[src/sfr_pkg.sv]
`timescale 1ns / 1ps
`default_nettype none

package sfr_pkg;

    localparam int CFG_INDEX_W = 2;
    localparam int CFG_DATA_W  = 16;
    localparam int HEAD_W      = 64;
    localparam int TAIL_W      = 32;
    localparam int COUNT_W     = 16;

    typedef enum logic
    {
        OP_BYTE = 1'b0,
        OP_POLL = 1'b1
    } op_t;

    localparam logic [CFG_INDEX_W-1:0] REG_HEADER  = 2'd0;
    localparam logic [CFG_INDEX_W-1:0] REG_ADDRESS = 2'd1;
    localparam logic [CFG_INDEX_W-1:0] REG_TIMEOUT = 2'd2;

    localparam logic [7:0]         HEADER_RESET  = 8'hA4;
    localparam logic [7:0]         ADDRESS_RESET = 8'h00;
    localparam logic [COUNT_W-1:0] TIMEOUT_RESET = 16'd5000;

    typedef struct packed
    {
        logic poll;
        logic frame;
    } link_ctl_t;

endpackage

`default_nettype wire

[src/sfr_in_if.sv]
`timescale 1ns / 1ps
`default_nettype none

interface sfr_in_if;
    logic       valid;
    logic       ready;
    logic       op;
    logic [7:0] rx_byte;

    modport source (output valid, output op, output rx_byte, input ready);
    modport sink (input valid, input op, input rx_byte, output ready);
endinterface

`default_nettype wire

[src/sfr_out_if.sv]
`timescale 1ns / 1ps
`default_nettype none

interface sfr_out_if;
    logic                        valid;
    logic                        ready;
    logic                        frame_found;
    logic [sfr_pkg::HEAD_W-1:0]  frame_head;
    logic [sfr_pkg::TAIL_W-1:0]  frame_tail;
    logic                        poll_had_frame;
    logic                        link_mode;

    modport source (output valid, output frame_found, output frame_head, output frame_tail,
                    output poll_had_frame, output link_mode, input ready);
    modport sink (input valid, input frame_found, input frame_head, input frame_tail,
                  input poll_had_frame, input link_mode, output ready);
endinterface

`default_nettype wire

[src/sfr_cfg_if.sv]
`timescale 1ns / 1ps
`default_nettype none

interface sfr_cfg_if;
    logic                             valid;
    logic                             ready;
    logic [sfr_pkg::CFG_INDEX_W-1:0]  index;
    logic [sfr_pkg::CFG_DATA_W-1:0]   data;

    modport source (output valid, output index, output data, input ready);
    modport sink (input valid, input index, input data, output ready);
endinterface

`default_nettype wire

[src/sfr_window.sv]
`timescale 1ns / 1ps
`default_nettype none

module sfr_window #(
    parameter int FRAME_BYTES = 12
) (
    input  logic                       clk,
    input  logic                       rst_n,
    input  logic                       shift_en,
    input  logic [7:0]                 rx_byte,
    input  logic [7:0]                 header_byte,
    input  logic [7:0]                 station_address,
    output logic                       found,
    output logic [sfr_pkg::HEAD_W-1:0] frame_head,
    output logic [sfr_pkg::TAIL_W-1:0] frame_tail
);

    logic [7:0] window_reg  [FRAME_BYTES];
    logic [7:0] window_next [FRAME_BYTES];
    // sum of the newest FRAME_BYTES-1 bytes
    logic [7:0] sum_reg;
    logic [7:0] sum_next;
    logic       match;
    logic [sfr_pkg::HEAD_W-1:0] head_raw;
    logic [sfr_pkg::TAIL_W-1:0] tail_raw;

    genvar g;
    generate
        for (g = 0; g < FRAME_BYTES - 1; g++)
        begin : g_shift
            assign window_next[g] = window_reg[g + 1];
        end
    endgenerate
    assign window_next[FRAME_BYTES - 1] = rx_byte;

    assign sum_next = sum_reg - window_reg[1] + rx_byte;

    assign match = (window_reg[1] == header_byte) && (window_reg[2] == station_address)
                   && (sum_reg == rx_byte);
    assign found = shift_en && match;

    generate
        for (g = 0; g < 8; g++)
        begin : g_head
            if (g < FRAME_BYTES)
            begin : g_byte
                assign head_raw[8*g +: 8] = window_next[g];
            end
            else
            begin : g_zero
                assign head_raw[8*g +: 8] = 8'h00;
            end
        end
        for (g = 0; g < 4; g++)
        begin : g_tail
            if (g + 8 < FRAME_BYTES)
            begin : g_byte
                assign tail_raw[8*g +: 8] = window_next[g + 8];
            end
            else
            begin : g_zero
                assign tail_raw[8*g +: 8] = 8'h00;
            end
        end
    endgenerate

    assign frame_head = found ? head_raw : '0;
    assign frame_tail = found ? tail_raw : '0;

    always_ff @(posedge clk or negedge rst_n)
    begin
        if (!rst_n)
        begin
            sum_reg <= 8'h00;
            for (int i = 0; i < FRAME_BYTES; i++)
            begin
                window_reg[i] <= 8'h00;
            end
        end
        else if (shift_en)
        begin
            sum_reg <= sum_next;
            for (int i = 0; i < FRAME_BYTES; i++)
            begin
                window_reg[i] <= window_next[i];
            end
        end
    end

endmodule

`default_nettype wire

[src/sfr_link.sv]
`timescale 1ns / 1ps
`default_nettype none

module sfr_link (
    input  logic                        clk,
    input  logic                        rst_n,
    input  sfr_pkg::link_ctl_t          ctl,
    input  logic [sfr_pkg::COUNT_W-1:0] timeout_polls,
    output logic                        had_frame,
    output logic                        link_mode
);

    logic                        pending_reg;
    logic                        pending_next;
    logic [sfr_pkg::COUNT_W-1:0] count_reg;
    logic [sfr_pkg::COUNT_W-1:0] count_next;
    logic                        link_reg;
    logic                        link_next;

    always_comb
    begin
        pending_next = pending_reg;
        count_next   = count_reg;
        link_next    = link_reg;
        had_frame    = 1'b0;
        if (ctl.frame)
        begin
            pending_next = 1'b1;
        end
        else if (ctl.poll)
        begin
            if (pending_reg)
            begin
                had_frame    = 1'b1;
                pending_next = 1'b0;
                count_next   = '0;
                link_next    = 1'b1;
            end
            else if (count_reg < timeout_polls)
            begin
                count_next = count_reg + 1'b1;
            end
            else
            begin
                link_next = 1'b0;
            end
        end
    end

    assign link_mode = link_next;

    always_ff @(posedge clk or negedge rst_n)
    begin
        if (!rst_n)
        begin
            pending_reg <= 1'b0;
            count_reg   <= '0;
            link_reg    <= 1'b0;
        end
        else
        begin
            pending_reg <= pending_next;
            count_reg   <= count_next;
            link_reg    <= link_next;
        end
    end

endmodule

`default_nettype wire

[src/sliding_frame_receiver_with_timeout.sv]
`timescale 1ns / 1ps
`default_nettype none

// channel  dir  beat
// item     in   op, rx_byte
// result   out  frame_found, frame_head, frame_tail, poll_had_frame, link_mode
// cfg      in   index, data (always ready)
//
// one item per cycle while the result is not stalled; a result is registered after its item beat
// in the input register, then in the result register
// a stalled result holds both stages; item.ready follows result.ready
// reset clears the byte window, pending flag, silence count and link mode,
// and loads the register defaults

module sliding_frame_receiver_with_timeout #(
    parameter int FRAME_BYTES = 12
) (
    input  logic          clk,
    input  logic          rst_n,
    sfr_in_if.sink        item,
    sfr_out_if.source     result,
    sfr_cfg_if.sink       cfg
);

    logic                        s1_valid_reg;
    logic                        s1_op_reg;
    logic [7:0]                  s1_byte_reg;
    logic                        advance;
    logic                        s1_fire;
    logic                        shift_en;

    logic [7:0]                  header_reg;
    logic [7:0]                  address_reg;
    logic [sfr_pkg::COUNT_W-1:0] timeout_reg;

    logic                        found;
    logic [sfr_pkg::HEAD_W-1:0]  head;
    logic [sfr_pkg::TAIL_W-1:0]  tail;
    logic                        had_frame;
    logic                        link_mode;
    sfr_pkg::link_ctl_t          link_ctl;

    logic                        out_valid_reg;
    logic                        found_reg;
    logic [sfr_pkg::HEAD_W-1:0]  head_reg;
    logic [sfr_pkg::TAIL_W-1:0]  tail_reg;
    logic                        had_reg;
    logic                        link_reg;

    assign advance    = !out_valid_reg || result.ready;
    assign item.ready = !s1_valid_reg || advance;
    assign s1_fire    = s1_valid_reg && advance;
    assign shift_en   = s1_fire && (s1_op_reg == sfr_pkg::OP_BYTE);

    assign link_ctl.poll  = s1_fire && (s1_op_reg == sfr_pkg::OP_POLL);
    assign link_ctl.frame = found;

    assign cfg.ready = 1'b1;

    always_ff @(posedge clk or negedge rst_n)
    begin
        if (!rst_n)
        begin
            header_reg  <= sfr_pkg::HEADER_RESET;
            address_reg <= sfr_pkg::ADDRESS_RESET;
            timeout_reg <= sfr_pkg::TIMEOUT_RESET;
        end
        else if (cfg.valid)
        begin
            case (cfg.index)
                sfr_pkg::REG_HEADER:  header_reg  <= cfg.data[7:0];
                sfr_pkg::REG_ADDRESS: address_reg <= cfg.data[7:0];
                sfr_pkg::REG_TIMEOUT: timeout_reg <= cfg.data[sfr_pkg::COUNT_W-1:0];
                default:              ;
            endcase
        end
    end

    // input register
    always_ff @(posedge clk or negedge rst_n)
    begin
        if (!rst_n)
        begin
            s1_valid_reg <= 1'b0;
        end
        else if (item.ready)
        begin
            s1_valid_reg <= item.valid;
        end
    end

    always_ff @(posedge clk)
    begin
        if (item.ready && item.valid)
        begin
            s1_op_reg   <= item.op;
            s1_byte_reg <= item.rx_byte;
        end
    end

    sfr_window #(
        .FRAME_BYTES (FRAME_BYTES)
    ) u_window (
        .clk             (clk),
        .rst_n           (rst_n),
        .shift_en        (shift_en),
        .rx_byte         (s1_byte_reg),
        .header_byte     (header_reg),
        .station_address (address_reg),
        .found           (found),
        .frame_head      (head),
        .frame_tail      (tail)
    );

    sfr_link u_link (
        .clk           (clk),
        .rst_n         (rst_n),
        .ctl           (link_ctl),
        .timeout_polls (timeout_reg),
        .had_frame     (had_frame),
        .link_mode     (link_mode)
    );

    // result register
    always_ff @(posedge clk or negedge rst_n)
    begin
        if (!rst_n)
        begin
            out_valid_reg <= 1'b0;
        end
        else if (advance)
        begin
            out_valid_reg <= s1_valid_reg;
        end
    end

    always_ff @(posedge clk)
    begin
        if (s1_fire)
        begin
            found_reg <= found;
            head_reg  <= head;
            tail_reg  <= tail;
            had_reg   <= had_frame;
            link_reg  <= link_mode;
        end
    end

    assign result.valid          = out_valid_reg;
    assign result.frame_found    = found_reg;
    assign result.frame_head     = head_reg;
    assign result.frame_tail     = tail_reg;
    assign result.poll_had_frame = had_reg;
    assign result.link_mode      = link_reg;

    a_found_not_poll: assert property (@(posedge clk) disable iff (!rst_n)
        out_valid_reg && found_reg |-> !had_reg)
        else $error("frame found and poll result in one beat");

    a_poll_links: assert property (@(posedge clk) disable iff (!rst_n)
        out_valid_reg && had_reg |-> link_reg)
        else $error("poll with frame did not report linked");

    a_ready_when_empty: assert property (@(posedge clk) disable iff (!rst_n)
        !out_valid_reg |-> item.ready)
        else $error("input stalled with empty result register");

endmodule

`default_nettype wire

[src/flat_wrapper.sv]
// flat-port wrapper written by rule: the top's interface ports become plain ports
module sliding_frame_receiver_with_timeout_flat 
#(
    parameter int FRAME_BYTES = 12
)
  (clk, rst_n, item_valid, item_op, item_rx_byte, item_ready, result_valid, result_frame_found, result_frame_head, result_frame_tail, result_poll_had_frame, result_link_mode, result_ready, cfg_valid, cfg_index, cfg_data, cfg_ready);
  sfr_in_if item_i ();
  sfr_out_if result_i ();
  sfr_cfg_if cfg_i ();
  input  logic clk;
  input  logic rst_n;
  input wire logic [$bits(item_i.valid)-1:0] item_valid;
  input wire logic [$bits(item_i.op)-1:0] item_op;
  input wire logic [$bits(item_i.rx_byte)-1:0] item_rx_byte;
  output wire logic [$bits(item_i.ready)-1:0] item_ready;
  output wire logic [$bits(result_i.valid)-1:0] result_valid;
  output wire logic [$bits(result_i.frame_found)-1:0] result_frame_found;
  output wire logic [$bits(result_i.frame_head)-1:0] result_frame_head;
  output wire logic [$bits(result_i.frame_tail)-1:0] result_frame_tail;
  output wire logic [$bits(result_i.poll_had_frame)-1:0] result_poll_had_frame;
  output wire logic [$bits(result_i.link_mode)-1:0] result_link_mode;
  input wire logic [$bits(result_i.ready)-1:0] result_ready;
  input wire logic [$bits(cfg_i.valid)-1:0] cfg_valid;
  input wire logic [$bits(cfg_i.index)-1:0] cfg_index;
  input wire logic [$bits(cfg_i.data)-1:0] cfg_data;
  output wire logic [$bits(cfg_i.ready)-1:0] cfg_ready;
  assign item_i.valid = item_valid;
  assign item_i.op = item_op;
  assign item_i.rx_byte = item_rx_byte;
  assign item_ready = item_i.ready;
  assign result_valid = result_i.valid;
  assign result_frame_found = result_i.frame_found;
  assign result_frame_head = result_i.frame_head;
  assign result_frame_tail = result_i.frame_tail;
  assign result_poll_had_frame = result_i.poll_had_frame;
  assign result_link_mode = result_i.link_mode;
  assign result_i.ready = result_ready;
  assign cfg_i.valid = cfg_valid;
  assign cfg_i.index = cfg_index;
  assign cfg_i.data = cfg_data;
  assign cfg_ready = cfg_i.ready;
  sliding_frame_receiver_with_timeout #(.FRAME_BYTES(FRAME_BYTES)) u_core (.clk(clk), .rst_n(rst_n), .item(item_i), .result(result_i), .cfg(cfg_i));
endmodule
[config.mk]
export PLATFORM = sky130hd
export DESIGN_NAME = sliding_frame_receiver_with_timeout_flat
export DESIGN_NICKNAME = d
export VERILOG_FILES = /design/src/sfr_pkg.sv /design/src/sfr_in_if.sv /design/src/sfr_out_if.sv /design/src/sfr_cfg_if.sv /design/src/sfr_window.sv /design/src/sfr_link.sv /design/src/sliding_frame_receiver_with_timeout.sv /design/src/flat_wrapper.sv
export SDC_FILE = /design/constraint.sdc
export NUM_CORES = 1
export LEC_CHECK = 0
export BUFFER_PORTS_ARGS = -buffer_cell sky130_fd_sc_hd__buf_2
export CAP_MARGIN = 20
export CORE_MARGIN = 2
export CORE_UTILIZATION = 54
export CTS_CLUSTER_DIAMETER = 40
export DETAILED_ROUTE_END_ITERATION = 6
export MAX_ROUTING_LAYER = met4
export PLACE_DENSITY_LB_ADDON = 0.15
export RECOVER_POWER = 50
export SLEW_MARGIN = 30
export SYNTH_ARGS = -nofsm -noshare
export SYNTH_HDL_FRONTEND = slang
export SYNTH_HIERARCHICAL = 1
export SYNTH_SLANG_ARGS = --single-unit
[constraint.sdc]
create_clock -name clk -period 7.5 [get_ports clk]
set_clock_uncertainty 0.05 [all_clocks]
set_input_delay 0.375 -clock clk [delete_from_list [all_inputs] [get_ports clk]]
set_output_delay 0.375 -clock clk [all_outputs]
set_load 0.02 [all_outputs]
[Word level (Yosys, flattened, before mapping)]
Cells that the tools add are included.
Operators by class
  $add $sub $neg: 3
  order comparisons: 1
  equal/unequal tests: 5
  muxes and demuxes: 9
  bitwise operators: 3
  reduce and logical (&&, ||, !) cells: 19
Operators with widths (number)
  $mux 16: 2
  $eq 8x8->1: 3
  $add 16x1->16 const B: 1
  $lt 16x16->1: 1
  $add 8x8->8: 1
  $sub 8x8->8: 1
  $logic_and 1x1->1: 7
  $mux 1: 7
  $reduce_and 2->1: 3
  $reduce_bool 2->1: 2
  $not 1->1: 3
  $reduce_and 3->1: 1
  $eq 2x1->1 const B: 1
  $eq 2x2->1 const B: 1
  $logic_not 1->1: 2
  $logic_not 2->1: 1
  $logic_or 1x1->1: 2
  $reduce_or 2->1: 1
Word-level totals
  register bits after elaboration: 256
  input bits: 32
  output and inout port bits: 102
  logic and storage cells: 67

[Depth between registers and ports, before layout]
Gate-level depths: netlist (run 1).
  depth after elaboration: 7
  gate-level depth with buffers: 11
  mapped depth without buffers: 10

[Modules after synthesis]
The synthesis (run 1) kept the hierarchy.
By module, submodules not included
  sfr_window: instances 1, cells an instance 419, area each 4981.0 um^2, seq. area each 2402.3 um^2
  sliding_frame_receiver_with_timeout: instances 1, cells an instance 189, area each 4590.7 um^2, seq. area each 4103.9 um^2
  sfr_link: instances 1, cells an instance 175, area each 1487.7 um^2, seq. area each 450.4 um^2

[Worst setup path after synthesis (run 1)]
No wires, ideal clock.
  path kind: reg2reg
  from: register u_core.out_valid_reg, in the netlist u_core/result.valid
  to: register u_core.found_reg, in the netlist u_core/result.frame_found, enable pin
  library setup time: 0.469 ns
  arrival: 2.900 ns
  data required time: 6.981 ns
  setup slack: 4.081 ns
  cell stages (with the launch flop): 3
  buffers on the path: 0
  period minus slack after synthesis: 3.419 ns
  path through: dfrtp_1 -> nand2b_1 -> and2_1
Between the ends
  word-level cells in the longest chain between the ends: 3
RTL lines
  start: declaration: RTL line sliding_frame_receiver_with_timeout.sv:43  | logic out_valid_reg;
  start signal: assignment: RTL line sliding_frame_receiver_with_timeout.sv:133  | out_valid_reg <= s1_valid_reg;
  $logic_not 1->1: RTL line sliding_frame_receiver_with_timeout.sv:50  | assign advance = !out_valid_reg || result.ready;
  $logic_or 1x1->1: RTL line sliding_frame_receiver_with_timeout.sv:50
  $logic_and 1x1->1: RTL line sliding_frame_receiver_with_timeout.sv:52  | assign s1_fire = s1_valid_reg && advance;
  net u_core.s1_fire: RTL line sliding_frame_receiver_with_timeout.sv:29  | logic s1_fire;
  end signal: assignment: RTL line sliding_frame_receiver_with_timeout.sv:141  | found_reg <= found;
  end: declaration: RTL line sliding_frame_receiver_with_timeout.sv:44  | logic found_reg;
The timed path passes the listed nets, and every way through them passes these cells.
A chain may end at the register's enable or synchronous reset.

[Worst setup path after layout (run 1)]
  from: register u_core.out_valid_reg, in the netlist u_core/result.valid
  to: register u_core/u_link/count_reg[6] (netlist name)
Between the ends
  word-level cells in the longest chain between the ends: 7
  elaborated cells on any way between the ends: 8
  those cells by class: 1 x bitwise; 7 x reduce/logical
RTL lines
  $logic_not 1->1: RTL line sliding_frame_receiver_with_timeout.sv:50
  $logic_or 1x1->1: RTL line sliding_frame_receiver_with_timeout.sv:50
  $logic_and 1x1->1: RTL line sliding_frame_receiver_with_timeout.sv:52
  $logic_and 1x1->1: RTL line sliding_frame_receiver_with_timeout.sv:53  | assign shift_en = s1_fire && (s1_op_reg == sfr_pkg::OP_BYTE);
  net u_core.shift_en: RTL line sliding_frame_receiver_with_timeout.sv:30  | logic shift_en;
  $logic_and 1x1->1: RTL line sfr_window.sv:40  | assign found = shift_en && match;
  net u_core.found: RTL line sliding_frame_receiver_with_timeout.sv:36  | logic found;
  $not 1->1 (no source line)
  $reduce_and 3->1 (no source line)
  end signal: assignment: RTL line sfr_link.sv:63  | count_reg <= count_next;
  end: declaration: RTL line sfr_link.sv:15  | logic [sfr_pkg::COUNT_W-1:0] count_reg;
The timed path passes the listed nets, and every way through them passes these cells.

==> run metrics, run 1 <==
Avg Synthesized Cell Area 14.1 sq um; Hold Crit Endpoint u_core/timeout_reg[13]; gpl congestion 0.854; vias in the first global route 6781; Routed wire per std cell 18.1 microns; Syn Inst Count 783; Cell variety after synth 55; dpl ws 4.38 ns; LEAKAGE 0.00553 uW; max cap viols 2; critical path arrival 4.58 ns; most frequent cells after synthesis dfrtp_1 (140), mux2_2 (120), edfxtp_1 (108); final-report hold violation count 0; initial antenna violation count 0; worst min path class in2reg; CP Max Fanout 35; Critical R2R Launch u_core/result.valid; Core ar. 20200 sq um; VDD IR max 0.206 mV; final worst path period need 4.21 ns; Hold Path Depth 2; post-layout power 4620 uW; Initial Util 54.8%; Net Count, Synth 846; I/O pin count 134; via count 6560; CTS buffer count 31; startpoint types register; post-synthesis async set-or-reset flop share 57.8%; largest net degree at the start of global routing 98; r2r setup slk 3.29 ns; violated checks max-capacitance violations, max-slew violations; Hold WS 0.0171 ns; Worst Path Required 7.87 ns; Iteration-0 DRC Markers 287; final setup vio count 0; ANT cells 0; Sink Count 256; CTS-repair resized insts 0; Final Worst Setup Slack 3.29 ns; drt first pass iters 4; drt drc 0; clk slew on worst S/H paths 0.06 ns; Final #Nets 994; Root Buffer clkbuf_16; Clk Latency, worst-skew pair 0.54 ns; antenna viol nets, final 0; chip width 147 microns; total track usage 21.3%; Synth Flop Type dfrtp_1; hold path startpoint cfg_data[13]; TritonCTS clock tree done; die area 21600 sq um; # H-tree levels 1; PwrDens 356 nW/um^2; # port buffers 132; num rows 52; Slew @ Worst Pin 2.68 ns; clock buffer depth 3; drt total wl 22200 microns; worst r2r path cells 9; CP Capture Type register; sequential share of the synthesized area 62.9%; #FFs+latches synth 256; Via density 5.35; Syn-to-layout area delta 17.3%; Die Y 147 microns; setup_tns 0 ns; Yosys top cell by area dfrtp_1; layout cell share with drive strength beyond 1 22.3%; Post-synth EDFFs 108; Warnings, synthesis 6; top post-synthesis cells by area dfrtp_1 (32%), edfxtp_1 (29%), mux2_2 (12%); most frequent cell after synthesis dfrtp_1; status complete, but fails checks; grt ovf 0; max_slew headroom -78.9%; RSZ-0062 raised after global routing no; final-report max-slew violation count 75; Yosys top cell area share 31.7%; Synth Cell Area 11100 sq um; crit share post-route 56.1%; Crit Path Class reg2reg; first-pass GRT wire length 36000 microns; fmax 0.237 GHz; Final HPWL DP 14900 microns; worst flop-to-flop path endpoint u_core/u_link/count_reg[6]
-- area by class of cell --
type	count	area, sq um
flip-flops and latches	256	6960
clock buffers	38	812
inverters	50	188
well taps	270	338
multi-input cells	443	3720
repair buffers	149	689
fillers	1547	7190
clock inverters	20	269
-- stage by stage --
stage               utilization, %  std cells  cell area [sq um]
detailed placement            59.2       1156              11900
global placement              59.1       1156              11900
floorplan                        -        783              11100
global route                  64.3       1226              13000
CTS                           65.1       1226              13100
finish                        64.3       1226              13000
-- per-layer routing --
metal,vias up,part of all wire (%),GRT usage [%]
met1,3257,43,27.0
met4,0,2.7,6.20
met3,43,4.2,2.73
met5,-,0,-
li1,3085,-,-
met2,175,51,36.4
-- power by group --
part | switching (uW) | internal [uW] | leakage, uW
Clock | 582 | 953 | 0.000510
Sequential | 284 | 1800 | 0.00287
Combinational | 510 | 491 | 0.00215
-- logic make-up after synthesis --
logic type / count (synthesis) / synth area share [%]
buffers and inverters: 84 / 3.37
multiplexers: 121 / 12.3
XOR/XNOR: 30 / 2.38
other: 1 / 0.0339
adder cells (fa/ha/maj): 31 / 3.98
AND/OR/NAND/NOR: 189 / 10.5
AO/OA/AOI/OAI: 71 / 4.56
flip-flops: 256 / 62.9
-- placed cells by master, fill, tap and decap left out, types with 6 or more instances in the layout --
master         netlist  final
a21boi_0             8      8
a21oi_1             10     10
a31oi_1              9      9
a41o_1               6      6
and2_1             102    100
and3_1              12     12
buf_2                1     26
clkbuf_1            19    112
clkbuf_16            0     31
dfrtp_1            140    140
dfstp_2              8      7
dlygate4sd3_1        0     12
edfxtp_1           108    108
fa_1                 7      7
ha_1                24     24
inv_1               50     50
mux2_2             120    120
nand2_1             17     17
nand2b_1             7      7
nand3_1              8      8
nor2_1              11     10
nor3_1              10     10
o21ai_0             12     12
xnor2_1             13     13
xor2_1              17     17
-- what timing repair did --
action,CTS,global route
hold buffers,12,0
buffers inserted,0,0
hold endpoints to repair,96,0
-- worst max path at each step --
| stage | from | to | slack, ns | depth (start not counted) |
|---|---|---|---|---|
| 2_1_floorplan | u_core/result.valid | u_core/result.frame_found | 4.08 | 2 |
| 4_1_cts | u_core/result.valid | u_core/u_link/count_reg[6] | 4.47 | 9 |
| 5_1_grt | u_core/result.valid | u_core/u_link/count_reg[6] | 2.86 | 9 |
| 6_report | u_core/result.valid | u_core/u_link/count_reg[6] | 3.29 | 9 |
| 3_3_place_gp | result_ready | u_core/u_link/count_reg[6] | 4.53 | 10 |
| 3_5_place_dp | result_ready | u_core/u_link/count_reg[6] | 4.38 | 10 |
-- worst max-delay path, stage by stage, from the launching register on --
cell and delay, ns:
dfrtp_1 0.40, nand2b_1 0.13, nor3b_1 0.20, clkbuf_1 1.37, nand3_1 0.32, nor4_4 0.40
nand2b_1 0.65, nor3_1 0.09, and4_1 0.23, a221o_1 0.25
(Power assumes the default switching activity.)
==> inputs of run 2 (changes only) <==
--- a/config.mk
+++ b/config.mk
@@ -8,7 +8,7 @@
 export BUFFER_PORTS_ARGS = -buffer_cell sky130_fd_sc_hd__buf_2
 export CAP_MARGIN = 20
 export CORE_MARGIN = 2
-export CORE_UTILIZATION = 54
+export CORE_UTILIZATION = 52
 export CTS_CLUSTER_DIAMETER = 40
 export DETAILED_ROUTE_END_ITERATION = 6
 export MAX_ROUTING_LAYER = met4
==> constraint.sdc (replaced) <==
create_clock -name clk -period 3.44 [get_ports clk]
set_clock_uncertainty 0.05 [all_clocks]
set_input_delay 0.172 -clock clk [delete_from_list [all_inputs] [get_ports clk]]
set_output_delay 0.172 -clock clk [all_outputs]
set_load 0.02 [all_outputs]
==> run metrics, run 2 (synthesis gave the netlist of run 1 again) <==
RSZ-0062 raised after global routing no; Die Y 150 microns (+1.9%); CTS buffer count 31 (unchanged); ANT cells 0 (unchanged); VDD IR max 0.372 mV (+81%); max cap viols 2 (unchanged); CP delay by family, top simple AND/OR/NAND/NOR gates; commonest non-fill, non-tap cell in the layout dfrtp_1; # H-tree levels 1 (unchanged); final-report hold violation count 0 (unchanged); via count 6587 (+0.41%); Final #Nets 1019 (+2.5%); TritonCTS clock tree done; Crit Path Class reg2reg; drt first pass iters 4 (unchanged); Final HPWL DP 15100 microns (+0.97%); # port buffers 132 (unchanged); vias in the first global route 6855 (+1.1%); final-report max-slew violation count 112 (+49%); initial antenna violation count 0 (unchanged); CP Capture Type register; Routed wire per std cell 17.7 microns (-2.3%); dpl ws 0.725 ns (-3.65 ns); layout cell share with drive strength beyond 1 22.6% (+0.27 points); largest net degree at the start of global routing 106 (+8.2%); GRT met2 Usage 35.4% (-1.0 points); worst min path class in2reg; final setup vio count 0 (unchanged); Sink Count 256 (unchanged); total track usage 20.9% (-0.40 points); clock buffer depth 3 (unchanged); gpl congestion 0.862 (+0.92%); met3 Usage GRT 2.80% (+0.072 points); die area 22500 sq um (+3.7%); Syn-to-layout area delta 19.8%; antenna viol nets, final 0 (unchanged); grt ovf 0 (unchanged); final worst path period need 2.78 ns (-1.43 ns); Root Buffer clkbuf_16; Final Worst Setup Slack 0.660 ns (-2.63 ns); critical-path cell list nand2b_1 -> and2_1 -> buf_12; Initial Util 52.8% (-2.1 points); Worst Path Required 3.59 ns (-4.28 ns); Hold WS 0.0634 ns (+0.0463 ns); post-layout power 10000 uW (+120%); first-pass GRT wire length 35800 microns (-0.63%); PwrDens 759 nW/um^2 (+110%); clk slew on worst S/H paths 0.06 ns (about the same); LEAKAGE 0.00566 uW (+2.5%); Core ar. 21000 sq um (+3.9%); setup_tns 0 ns (unchanged); Clk Latency, worst-skew pair 0.54 ns (about the same); fmax 0.360 GHz (+51%); crit share post-route 80.8% (+25 points); violated checks max-capacitance violations, max-slew violations; Iteration-0 DRC Markers 312 (+8.7%); CTS-repair resized insts 0 (unchanged); total setup buffers inserted after CTS 0 (unchanged); drt drc 0 (unchanged); num rows 53 (+1.9%); met1 GRT Util 26.2% (-0.78 points); status complete, but fails checks; CP Launch Point u_core/result.valid; drt total wl 22200 microns (about the same); slowest library cell on the worst path and2_1; hold buffers post-CTS 29 (+17); CP Max Fanout 64 (+83%); Critical R2R Launch u_core/result.valid; most frequent cells in the layout dfrtp_1 (140), mux2_2 (120), clkbuf_1 (109); WP buf/inv 1 (unchanged); Slowest Stage Delay on Critical Path 1.41 ns (+0.04 ns); Final Cell Area 13200 sq um (+2.1%); I/O pin count 134 (unchanged); Slew @ Worst Pin 1.93 ns (-0.752 ns); critical path arrival 2.93 ns (-1.65 ns); chip width 150 microns (+1.9%); Placed Instance Area 12000 sq um (+0.79%); max_slew headroom -28.6% (+50 points); gr busiest metal met2; startpoint types register; hold path startpoint cfg_index[0]; Via density 5.25 (-1.9%)
## run 2: changes by cell type in the layout (fill, tap and decap cells not counted), moves of 3 or more
cell	previous run	this run
dlygate4sd3_1	12	29
dfstp_1	1	5
buf_12	0	3
dfstp_2	7	3
clkbuf_2	0	3
buf_4	4	7
clkbuf_1	112	109
## run 2: per-layer routing
layer	wire (microns)	part of all wire (%)	vias up
met4	669	3.0	0
met3	962	4.3	51
met2	11300	51	158
met5	0	0	-
li1	-	-	3116
met1	9340	42	3262
## run 2: final cells by class
cell class                      count  area (sq um)
Inverter                           50           188
Multi-Input combinational cell    443          3730
Clock inverter                     19           234
Fill cell                        1662          7710
Sequential cell                   256          6960
Clock buffer                       38           843
Timing Repair Buffer              174           947
Tap cell                          275           344
## run 2: worst paths after layout
path,endpoint,cells after the start,slack [ns]
setup / recovery,u_core/result.frame_head[27],3,0.66
hold / removal,u_core/header_reg[4],3,0.06
setup reg to reg,u_core/result.frame_head[27],3,0.66
hold reg to reg,u_core/u_window/sum_reg[7],1,0.45
max in group asynchronous,u_core/u_window/head_raw[15],3,0.93
min in group asynchronous,u_core/address_reg[4],2,0.65
## run 2: power by group
part,total [uW],switching [uW],leakage (uW),internal (uW)
clock,3310,1260,0.000520,2060
combinational,2210,1120,0.00227,1100
sequential,4520,609,0.00287,3910
total,10000,2980,0.00566,7070
## run 2: through the flow
step,std cells,util (%)
3_5_place_dp,1169,57.4
4_1_cts,1255,63.9
2_1_floorplan,783,-
3_3_place_gp,1169,57.4
5_1_grt,1255,63.2
6_report,1255,63.2
## run 2: worst register-to-register path: stages (launching register included)
cell and delay [ns]:
dfrtp_1 0.41, nand2b_1 0.14, and2_1 1.41, buf_12 0.41
